<file path="config.mk">
export PLATFORM = sky130hd
export DESIGN_NAME = circular_list_engine_top
export DESIGN_NICKNAME = d
export VERILOG_FILES = /design/src/rtl/clist_pkg.sv /design/src/rtl/clist_ctrl.sv /design/src/rtl/clist_dp.sv /design/src/rtl/circular_list_engine_top.sv
export SDC_FILE = /design/constraint.sdc
export NUM_CORES = 2
export LEC_CHECK = 0
export BUFFER_PORTS_ARGS = -buffer_cell sky130_fd_sc_hd__buf_2
export CORE_UTILIZATION = 40
export DETAILED_ROUTE_END_ITERATION = 10
export SYNTH_ARGS = -nofsm -noshare
export SYNTH_HDL_FRONTEND = slang
export SYNTH_HIERARCHICAL = 1
export SYNTH_SLANG_ARGS = --single-unit
</file>
<file path="constraint.sdc">
create_clock -name clock -period 9.3 [get_ports clock]
set_input_delay 0.465 -clock clock [delete_from_list [all_inputs] [get_ports clock]]
set_output_delay 0.465 -clock clock [all_outputs]
set_load 0.01 [all_outputs]
</file>
<file path="src/rtl/clist_pkg.sv">
package clist_pkg;

   localparam int REQ_W = 72;
   localparam int RSP_W = 88;

   typedef enum logic [3:0] {
      CMD_PUSH_FRONT = 4'd0,
      CMD_INSERT     = 4'd1,
      CMD_PUSH_BACK  = 4'd2,
      CMD_POP_FRONT  = 4'd3,
      CMD_DELETE     = 4'd4,
      CMD_POP_BACK   = 4'd5,
      CMD_SEARCH     = 4'd6,
      CMD_COUNT      = 4'd7,
      CMD_SUM        = 4'd8,
      CMD_DUMP       = 4'd9
   } cmd_type;

   typedef enum logic [1:0] {
      ST_OK        = 2'd0,
      ST_EMPTY     = 2'd1,
      ST_NOT_FOUND = 2'd2,
      ST_FULL      = 2'd3
   } status_type;

   typedef enum logic [1:0] {
      RK_NONE,
      RK_POS,
      RK_COUNT,
      RK_TOTAL
   } res_kind_type;

   typedef enum logic [2:0] {
      S_IDLE,
      S_DISPATCH,
      S_WALK,
      S_LINK,
      S_EMIT
   } state_type;

   typedef struct packed {
      logic         start;
      logic         advance;
      logic         push;
      logic         insert;
      logic         link;
      logic         unlink;
      logic         res_load;
      status_type   res_status;
      res_kind_type res_kind;
      logic         emit_item;
      logic         emit_res;
   } ctl_type;

   typedef struct packed {
      cmd_type cmd;
      logic    empty;
      logic    full;
      logic    match;
      logic    at_end;
      logic    out_free;
   } stat_type;

endpackage

</file>
<file path="src/rtl/clist_ctrl.sv">
module clist_ctrl import clist_pkg::*; (
   input  logic     clock,
   input  logic     reset,
   input  logic     req_tvalid,
   output logic     req_tready,
   input  stat_type stat,
   output ctl_type  ctl
);

   state_type state_ff, state_in;

   always_ff @(posedge clock) begin
      if (reset) begin
         state_ff <= S_IDLE;
      end else begin
         state_ff <= state_in;
      end
   end

   always_comb begin
      state_in   = state_ff;
      ctl        = '0;
      req_tready = 1'b0;
      unique case (state_ff)
         S_IDLE: begin
            req_tready = 1'b1;
            if (req_tvalid) begin
               ctl.start = 1'b1;
               state_in  = S_DISPATCH;
            end
         end
         S_DISPATCH: begin
            ctl.res_load = 1'b1;
            state_in     = S_EMIT;
            case (stat.cmd) inside
               CMD_PUSH_FRONT, CMD_PUSH_BACK: begin
                  if (stat.full) begin
                     ctl.res_status = ST_FULL;
                  end else begin
                     ctl.push = 1'b1;
                     state_in = S_LINK;
                  end
               end
               CMD_INSERT, CMD_POP_FRONT, CMD_DELETE, CMD_POP_BACK, CMD_SEARCH,
               CMD_SUM, CMD_DUMP: begin
                  if (stat.empty) begin
                     ctl.res_status = ST_EMPTY;
                  end else begin
                     ctl.res_load = 1'b0;
                     state_in     = S_WALK;
                  end
               end
               CMD_COUNT: begin
                  if (stat.empty) begin
                     ctl.res_status = ST_EMPTY;
                  end else begin
                     ctl.res_kind = RK_COUNT;
                  end
               end
               default: ctl.res_status = ST_OK;
            endcase
         end
         S_WALK: begin
            case (stat.cmd)
               CMD_DUMP: begin
                  if (stat.out_free) begin
                     ctl.emit_item = 1'b1;
                     if (stat.at_end) begin
                        state_in = S_IDLE;
                     end else begin
                        ctl.advance = 1'b1;
                     end
                  end
               end
               CMD_SUM: begin
                  if (stat.at_end) begin
                     ctl.res_load = 1'b1;
                     ctl.res_kind = RK_TOTAL;
                     state_in     = S_EMIT;
                  end else begin
                     ctl.advance = 1'b1;
                  end
               end
               default: begin
                  if (stat.match) begin
                     ctl.res_load = 1'b1;
                     state_in     = S_EMIT;
                     if (stat.cmd == CMD_SEARCH) begin
                        ctl.res_kind = RK_POS;
                     end else if (stat.cmd == CMD_INSERT) begin
                        if (stat.full) begin
                           ctl.res_status = ST_FULL;
                        end else begin
                           ctl.insert = 1'b1;
                           state_in   = S_LINK;
                        end
                     end else begin
                        ctl.unlink = 1'b1;
                     end
                  end else if (stat.at_end) begin
                     ctl.res_load   = 1'b1;
                     ctl.res_status = ST_NOT_FOUND;
                     state_in       = S_EMIT;
                  end else begin
                     ctl.advance = 1'b1;
                  end
               end
            endcase
         end
         S_LINK: begin
            ctl.link = 1'b1;
            state_in = S_EMIT;
         end
         S_EMIT: begin
            if (stat.out_free) begin
               ctl.emit_res = 1'b1;
               state_in     = S_IDLE;
            end
         end
         default: state_in = S_IDLE;
      endcase
   end

endmodule

</file>
<file path="src/rtl/clist_dp.sv">
module clist_dp import clist_pkg::*; #(
   parameter  int CAPACITY = 32,
   localparam int IW = (CAPACITY > 2) ? $clog2(CAPACITY) : 1,
   localparam int CW = $clog2(CAPACITY + 1)
) (
   input  logic             clock,
   input  logic             reset,
   input  logic [REQ_W-1:0] req_tdata,
   input  logic             rsp_tready,
   output logic             rsp_tvalid,
   output logic [RSP_W-1:0] rsp_tdata,
   output logic             rsp_tlast,
   input  ctl_type          ctl,
   output stat_type         stat
);

   localparam int PW = (IW > 5) ? IW : 5;
   localparam int QW = (CW > 6) ? CW : 6;

   cmd_type                cmd_ff, cmd_in;
   logic [31:0]            key_ff, key_in, val_ff, val_in;
   logic [IW-1:0]          head_ff, head_in, tail_ff, tail_in;
   logic [IW-1:0]          cur_ff, cur_in, prev_ff, prev_in, idx_ff, idx_in;
   logic [IW-1:0]          node_ff, node_in, alloc_ff, alloc_in;
   logic [CW-1:0]          count_ff, count_in;
   logic [CAPACITY-1:0]    free_ff, free_in;
   logic [37:0]            sum_ff, sum_in, sum_next;
   status_type             res_status_ff, res_status_in;
   logic [4:0]             res_pos_ff, res_pos_in;
   logic [5:0]             res_count_ff, res_count_in;
   logic [37:0]            res_total_ff, res_total_in;
   logic                   rsp_valid_ff, rsp_valid_in, rsp_last_ff, rsp_last_in;
   logic [RSP_W-1:0]       rsp_data_ff, rsp_data_in;

   logic [31:0]            val_mem [CAPACITY];
   logic [IW-1:0]          link_mem [CAPACITY];
   logic [31:0]            rd_value;
   logic [IW-1:0]          rd_link;
   logic                   val_we, link_we;
   logic [IW-1:0]          val_waddr, link_waddr, link_wdata;

   logic [IW-1:0]          free_idx;
   logic                   empty, full, at_end;
   logic [PW-1:0]          idx_wide;
   logic [QW-1:0]          count_wide;

   always_comb begin
      free_idx = '0;
      for (int i = CAPACITY - 1; i >= 0; i--) begin
         if (free_ff[i]) begin
            free_idx = IW'(i);
         end
      end
   end

   assign empty      = (count_ff == '0);
   assign full       = (count_ff == CW'(CAPACITY));
   assign at_end     = ((CW + 1)'(idx_ff) + 1'b1) == (CW + 1)'(count_ff);
   assign sum_next   = sum_ff + {{6{rd_value[31]}}, rd_value};
   assign idx_wide   = PW'(idx_ff);
   assign count_wide = QW'(count_ff);

   always_comb begin
      stat.cmd      = cmd_ff;
      stat.empty    = empty;
      stat.full     = full;
      stat.at_end   = at_end;
      stat.out_free = !rsp_valid_ff || rsp_tready;
      case (cmd_ff)
         CMD_POP_FRONT: stat.match = (idx_ff == '0);
         CMD_POP_BACK:  stat.match = at_end;
         default:       stat.match = (rd_value == key_ff);
      endcase
   end

   always_comb begin
      cmd_in        = cmd_ff;
      key_in        = key_ff;
      val_in        = val_ff;
      head_in       = head_ff;
      tail_in       = tail_ff;
      cur_in        = cur_ff;
      prev_in       = prev_ff;
      idx_in        = idx_ff;
      node_in       = node_ff;
      alloc_in      = alloc_ff;
      count_in      = count_ff;
      free_in       = free_ff;
      sum_in        = sum_ff;
      res_status_in = res_status_ff;
      res_pos_in    = res_pos_ff;
      res_count_in  = res_count_ff;
      res_total_in  = res_total_ff;
      rsp_valid_in  = rsp_valid_ff;
      rsp_last_in   = rsp_last_ff;
      rsp_data_in   = rsp_data_ff;
      val_we        = 1'b0;
      val_waddr     = free_idx;
      link_we       = 1'b0;
      link_waddr    = free_idx;
      link_wdata    = rd_link;

      if (ctl.start) begin
         cmd_in  = cmd_type'(req_tdata[3:0]);
         key_in  = req_tdata[35:4];
         val_in  = req_tdata[67:36];
         cur_in  = head_ff;
         prev_in = tail_ff;
         idx_in  = '0;
         sum_in  = '0;
      end

      if (ctl.advance) begin
         cur_in  = rd_link;
         prev_in = cur_ff;
         idx_in  = idx_ff + 1'b1;
         sum_in  = sum_next;
      end

      if (ctl.push) begin
         val_we            = 1'b1;
         link_we           = 1'b1;
         link_wdata        = empty ? free_idx : head_ff;
         node_in           = empty ? free_idx : tail_ff;
         alloc_in          = free_idx;
         free_in[free_idx] = 1'b0;
         count_in          = count_ff + 1'b1;
         if (empty) begin
            head_in = free_idx;
            tail_in = free_idx;
         end else if (cmd_ff == CMD_PUSH_FRONT) begin
            head_in = free_idx;
         end else begin
            tail_in = free_idx;
         end
      end

      if (ctl.insert) begin
         val_we            = 1'b1;
         link_we           = 1'b1;
         link_wdata        = rd_link;
         node_in           = cur_ff;
         alloc_in          = free_idx;
         free_in[free_idx] = 1'b0;
         count_in          = count_ff + 1'b1;
         if (cur_ff == tail_ff) begin
            tail_in = free_idx;
         end
      end

      // Second half of a push or insert: the predecessor now points at the new node.
      if (ctl.link) begin
         link_we    = 1'b1;
         link_waddr = node_ff;
         link_wdata = alloc_ff;
      end

      if (ctl.unlink) begin
         free_in[cur_ff] = 1'b1;
         if (count_ff <= CW'(1)) begin
            head_in  = '0;
            tail_in  = '0;
            count_in = '0;
         end else begin
            link_we    = 1'b1;
            link_waddr = prev_ff;
            link_wdata = rd_link;
            count_in   = count_ff - 1'b1;
            if (cur_ff == head_ff) begin
               head_in = rd_link;
            end
            if (cur_ff == tail_ff) begin
               tail_in = prev_ff;
            end
         end
      end

      if (ctl.res_load) begin
         res_status_in = ctl.res_status;
         res_pos_in    = (ctl.res_kind == RK_POS) ? idx_wide[4:0] : 5'd0;
         res_count_in  = (ctl.res_kind == RK_COUNT) ? count_wide[5:0] : 6'd0;
         res_total_in  = (ctl.res_kind == RK_TOTAL) ? sum_next : 38'd0;
      end

      if (ctl.emit_item) begin
         rsp_valid_in = 1'b1;
         rsp_last_in  = at_end;
         rsp_data_in  = RSP_W'({38'd0, 6'd0, 5'd0, rd_value, ST_OK});
      end else if (ctl.emit_res) begin
         rsp_valid_in = 1'b1;
         rsp_last_in  = 1'b1;
         rsp_data_in  = RSP_W'({res_total_ff, res_count_ff, res_pos_ff, 32'd0,
                                res_status_ff});
      end else if (rsp_tready) begin
         rsp_valid_in = 1'b0;
      end
   end

   always_ff @(posedge clock) begin
      if (reset) begin
         head_ff      <= '0;
         tail_ff      <= '0;
         count_ff     <= '0;
         free_ff      <= '1;
         rsp_valid_ff <= 1'b0;
      end else begin
         head_ff      <= head_in;
         tail_ff      <= tail_in;
         count_ff     <= count_in;
         free_ff      <= free_in;
         rsp_valid_ff <= rsp_valid_in;
      end
   end

   always_ff @(posedge clock) begin
      cmd_ff        <= cmd_in;
      key_ff        <= key_in;
      val_ff        <= val_in;
      cur_ff        <= cur_in;
      prev_ff       <= prev_in;
      idx_ff        <= idx_in;
      node_ff       <= node_in;
      alloc_ff      <= alloc_in;
      sum_ff        <= sum_in;
      res_status_ff <= res_status_in;
      res_pos_ff    <= res_pos_in;
      res_count_ff  <= res_count_in;
      res_total_ff  <= res_total_in;
      rsp_last_ff   <= rsp_last_in;
      rsp_data_ff   <= rsp_data_in;
   end

   // The read address follows the walk pointer's next value, so the node under
   // cur_ff is always on the read data, also while a stalled dump holds still.
   always_ff @(posedge clock) begin
      if (val_we) begin
         val_mem[val_waddr] <= val_ff;
      end
      if (link_we) begin
         link_mem[link_waddr] <= link_wdata;
      end
      rd_value <= val_mem[cur_in];
      rd_link  <= link_mem[cur_in];
   end

   assign rsp_tvalid = rsp_valid_ff;
   assign rsp_tdata  = rsp_data_ff;
   assign rsp_tlast  = rsp_last_ff;

endmodule

</file>
<file path="src/rtl/circular_list_engine_top.sv">
// Channel  | Direction | Ports                  | Contents
// req      | in        | req_tvalid/tready/tdata | one command beat
// rsp      | out       | rsp_tvalid/tready/tdata | result beats, tlast on the final one
//
// One command is in work at a time. Push, count and status-only replies need
// no walk; search, delete, insert, pop, sum and dump walk the list one node per
// cycle through the node memory read port, a dump only while the output is free.
// Synchronous active-high reset empties the list; no memory clearing is done.
// A stalled result channel holds a dump walk and the final result beat; a new
// command is taken while the last result still waits in the output register.
module circular_list_engine_top import clist_pkg::*; #(
   parameter int CAPACITY = 32
) (
   input  logic             clock,
   input  logic             reset,
   input  logic             req_tvalid,
   output logic             req_tready,
   // command[3:0], key[35:4], new_value[67:36], zero fill
   input  logic [REQ_W-1:0] req_tdata,
   output logic             rsp_tvalid,
   input  logic             rsp_tready,
   // status[1:0], item_value[33:2], position[38:34], item_count[44:39],
   // total[82:45], zero fill
   output logic [RSP_W-1:0] rsp_tdata,
   output logic             rsp_tlast
);

   ctl_type  ctl;
   stat_type stat;

   clist_ctrl u_ctrl (
      .clock      (clock),
      .reset      (reset),
      .req_tvalid (req_tvalid),
      .req_tready (req_tready),
      .stat       (stat),
      .ctl        (ctl)
   );

   clist_dp #(
      .CAPACITY (CAPACITY)
   ) u_dp (
      .clock      (clock),
      .reset      (reset),
      .req_tdata  (req_tdata),
      .rsp_tready (rsp_tready),
      .rsp_tvalid (rsp_tvalid),
      .rsp_tdata  (rsp_tdata),
      .rsp_tlast  (rsp_tlast),
      .ctl        (ctl),
      .stat       (stat)
   );

endmodule

</file>
==> out/metrics.sh <==
DP_WORST_SETUP_SLACK_PS=2977
POWER_PER_CELL_AREA_nW_PER_UM2=216.1
YS_WARN_COUNT=6
CRITICAL_PATH.TOP_DELAY_FAMILY='simple AND/OR/NAND/NOR gates'
PLACED_CELLS_INCL_TAPS=5577
ANTENNA_VIOLATIONS_BEFORE_REPAIR=4
NUMBER_OF_FLOPS_MAPPED_TO_ENABLE_CELLS_BY_YOSYS=1394
FIN_WS_PS=3045
CP_NUM_BUF_INV=3
CORE.ROWCOUNT=143
YS_TYPES=95
INITIALDRTVIOLATIONCOUNT=2902
FIN_NETS=3898
START_UTIL=0.4051
FINALWORSTPATHREQUIREDPERIOD_PS=6255
SETUP_VIOL=0
SYNTH_AREA_PER_CELL_SQ_UM=17.65
PEAK_SUPPLY_DROP_mV=0.1342
SHARE_OF_POST_ROUTE_CELLS_WITH_DRIVE_STRENGTH_ABOVE_1=0.2225
CHIPWIDTH_MICRONS=395.2
CTS_ROOT_BUFFER='clkbuf_16'
MAX-CLOCK-PATH-BUFFERS=3
TOTALPOWERFINAL_mW=15.30
WIRE_LENGTH_OF_THE_FIRST_GLOBAL_ROUTING_PASS_MICRONS=217900
SETUP_TNS_PS=0
CORE_AREA_SQ_UM=152600
NUMBER_OF_H_TREE_BRANCHING_LEVELS=4
HPWL_MICRONS=83090
POSTLAYOUTCELLAREA_SQ_UM=70800
MAXIMUM_FREQUENCY_FROM_STATIC_TIMING_ANALYSIS_MHz=159.9
REG2REGPATHDEPTH=15
PORT_BUFFERS=157
DRV_SLEW=0
GLOBAL_ROUTE.OVERFLOW_TOTAL=0
MAX_CAP_VIOLATIONS=0
LEAKAGE_nW=23.80
WORST-PATH-MAX-FANOUT=17
COUNT_OF_TRITONROUTE_ITERATIONS_IN_THE_FIRST_ROUTING_PASS=7
ROUTABILITYCONGESTION=0.9040
CRITICAL_PATH.MAX_STAGE_DELAY_PS=950
CTS_TREE='built'
CRIT_TOP_CELL='nor2_1'
CLK_PIN_SLEW_WORST_PATHS_PS=60
SYNTH_MOST_COMMON_CELL='edfxtp_1'
WORST_PATH_MAX_DELAY_CELL='nor4_1'
DETAIL_ROUTE.VIAS_PER_CELL=5.452
BOUNDARYPINS=167
DETAIL_ROUTE.WL_PER_CELL_MICRONS=24.95
CLKSINKCOUNT=1539
STDCELL_COUNT=5936
SYNTHCELLS=3502
TIMING.MAX_SLEW.REL_SLACK=0.1291
GRT_UTIL_ALL_LAYERS=0.1891
WORST_SETUP_PATH_START_KIND='flop'
CLOCK_SKEW_PS=48.70
TIMING.HOLD.WORST.CLASS='primary input to flop'
WORST_SLEW_PIN_SLEW_PS=1294
SIGNAL_ARRIVAL_TIME_AT_THE_WORST_ENDPOINT_PS=6700
RR_STARTPOINT='u_dp/rd_value[21]$_DFF_P_'
YS_SEQ_ELEMENTS=1539
HOLD_PATH_DEPTH=3
CTS_INSERTED_BUFFERS=160
YOSYSSEQAREASHARE=0.7240
SYNTH.TOP_CELL.AREA_SHARE=0.6771
TIMING_HOLD_VIOLATIONS_FINAL=0
CP_NUM_CELLS=15
STATUS='finished clean'
UNREPAIRED_SETUP_ENDPOINTS_AFTER_GLOBAL_ROUTING='no'
CELL_AREA_AFTER_PLACEMENT_SQ_UM=65080
FP.DIEAREA_SQ_UM=156100
YS_ASYNC_SR_FRACTION=0
NUM_VIAS=32370
POST_SYNTH_DESIGN_CELL_AREA_SQ_UM=61830
FIRST_GLOBAL_VIAS=32870
WS_PATH_TYPE='flop to flop'
AREA_DELTA_SYNTH_FINAL_PCT=14.51
ANT_NETS=0
CRIT_REQUIRED_PS=9750
CP-END-KIND='flop'
SETUP.WORST_PATH.START='u_dp/rd_value[21]$_DFF_P_'
DIE_H_MICRONS=395.2
DRC=0
CLKLATENCYLATEPIN_PS=800
POST-CTS-SETUP-BUFFER-COUNT=0
YOSYS-TOP-CELLS-AREA='edfxtp_1 (68%), mux4_2 (11%), dfxtp_1 (4.7%), mux2i_1 (2.8%), nor2_1 (1.4%)'
YS_DOMINANT_REG_CELL='edfxtp_1'
WIRELENGTH_MICRONS=148100
LAYOUT_WORST_PATH_CYCLE_SHARE=0.6726
WORSTPATHCELLLIST='xor2_1 > nor4_1 > nand4_1 > o22ai_1 > and3b_2 > nand2_1 > nor2_1 > buf_4 > nor2_1 > inv_1 > nand2b_4 > nor2_1 > nand2_1 > nor2_4 > buf_4'
SYNTH_TOP_CELLS_BY_COUNT='edfxtp_1 (1394), mux4_2 (296), nor2_1 (227), mux2i_1 (175), nand2_1 (151)'
PIN_COUNT_OF_THE_BIGGEST_NET_ENTERING_GLOBAL_ROUTING=113
HOLD_START='rsp_tready'
SYNTH_LARGEST_AREA_CELL='edfxtp_1'
[final timing paths]
path                            slack [ps]                            end
worst max-delay path                  3040  u_dp/val_mem[0][24]$_DFFE_PP_
worst max register to register        3040  u_dp/val_mem[0][24]$_DFFE_PP_
worst min register to register         480     u_dp/free_ff[2]$_SDFF_PP1_
worst min-delay path                   120   u_dp/rsp_tvalid$_SDFFE_PP0P_
[power breakdown]
part	leakage, nW	total (mW)	internal (mW)	switching, mW
clock network	2.44	6.11	3.45	2.66
registers	13.9	8.01	7.79	0.225
logic	7.50	1.18	0.497	0.681
total	23.8	15.3	11.7	3.57
[kinds of logic (layout without fill, tap and decap cells)]
group | Yosys count | after routing | synth area share
AOI/OAI and AO/OA | 368 | 368 | 0.03772
adders and majority gates | 44 | 44 | 0.009026
buffers and inverters | 259 | 658 | 0.01791
DFF | 1539 | 1539 | 0.7240
xor gates and xnor gates | 78 | 78 | 0.01105
and+or+nand+nor | 696 | 696 | 0.05559
muxes | 517 | 517 | 0.1446
other | 1 | 6 | 0.00006065
[registers in the layout, indices dropped and copies added (netlist names), 6 cells and up]
| name | count |
|---|---|
| u_dp/val_mem | 1024 |
| u_dp/link_mem | 160 |
| u_dp/rsp_tdata | 83 |
| u_dp/res_total_ff | 38 |
| u_dp/sum_ff | 38 |
| u_dp/free_ff | 32 |
| u_dp/key_ff | 32 |
| u_dp/rd_value | 32 |
| u_dp/val_ff | 32 |
| u_dp/count_ff | 6 |
| u_dp/res_count_ff | 6 |
[per-layer routing]
layer | GRT usage | share of wire | vias to the layer above
met5 | 0 | 0 | -
met4 | 0.05447 | 0.024 | 0
met3 | 0.03172 | 0.058 | 214
met2 | 0.3184 | 0.50 | 1003
met1 | 0.2519 | 0.42 | 16730
li1 | - | - | 14420
[area by class of cell]
cell class / count / area, sq um
multi-input combinational: 1708 / 16120
tap: 2030 / 2540
inverter: 72 / 270.3
clock inverter: 75 / 674.4
timing repair buffer: 297 / 2085
fill: 12950 / 81820
sequential: 1539 / 44760
clock buffer: 214 / 4350
antenna: 1 / 2.502
[layout by cell type, fill, tap and decap left out, drive strengths merged, types with 13 or more instances in the layout]
cell / synthesis / routed
nor4: 33 / 33
nor3b: 15 / 15
mux2i: 176 / 176
mux2: 45 / 45
nand4: 13 / 13
a21o: 14 / 14
edfxtp: 1394 / 1394
and3: 23 / 23
clkinv: 1 / 62
dlygate4sd3: 0 / 69
nor3: 48 / 48
nand2: 152 / 152
nor2: 228 / 228
xor2: 39 / 39
dfxtp: 145 / 145
nand3: 68 / 68
a21oi: 126 / 126
xnor2: 39 / 39
o21ai: 100 / 100
and2: 57 / 57
clkbuf: 90 / 214
buf: 97 / 228
ha: 43 / 43
nand2b: 16 / 16
a31oi: 13 / 13
inv: 71 / 77
mux4: 296 / 296
a221o: 13 / 13
[worst register-to-register path: cells and delay by family, from the launching register on]
family	cells	cell delay, ps
and+or+nand+nor	10	3470
xor gates and xnor gates	1	110
buffers and inverters	3	1340
AOI/OAI and AO/OA	1	510
DFF	1	490
[what timing repair did]
action | CTS | global route
endpoints found under the hold margin | 69 | 0
gates resized for setup | 0 | 0
hold buffers | 69 | 0
[per-stage QoR]
stage / utilization / hold slack [ps]
3_5_place_dp: 0.4264 / 469.0
2_1_floorplan: - / 443.5
5_1_grt: 0.4639 / 105.9
3_3_place_gp: 0.4264 / 460.7
6_report: 0.4639 / 119.1
4_1_cts: 0.4639 / 57.99
Power figures use the tool's default switching activity.
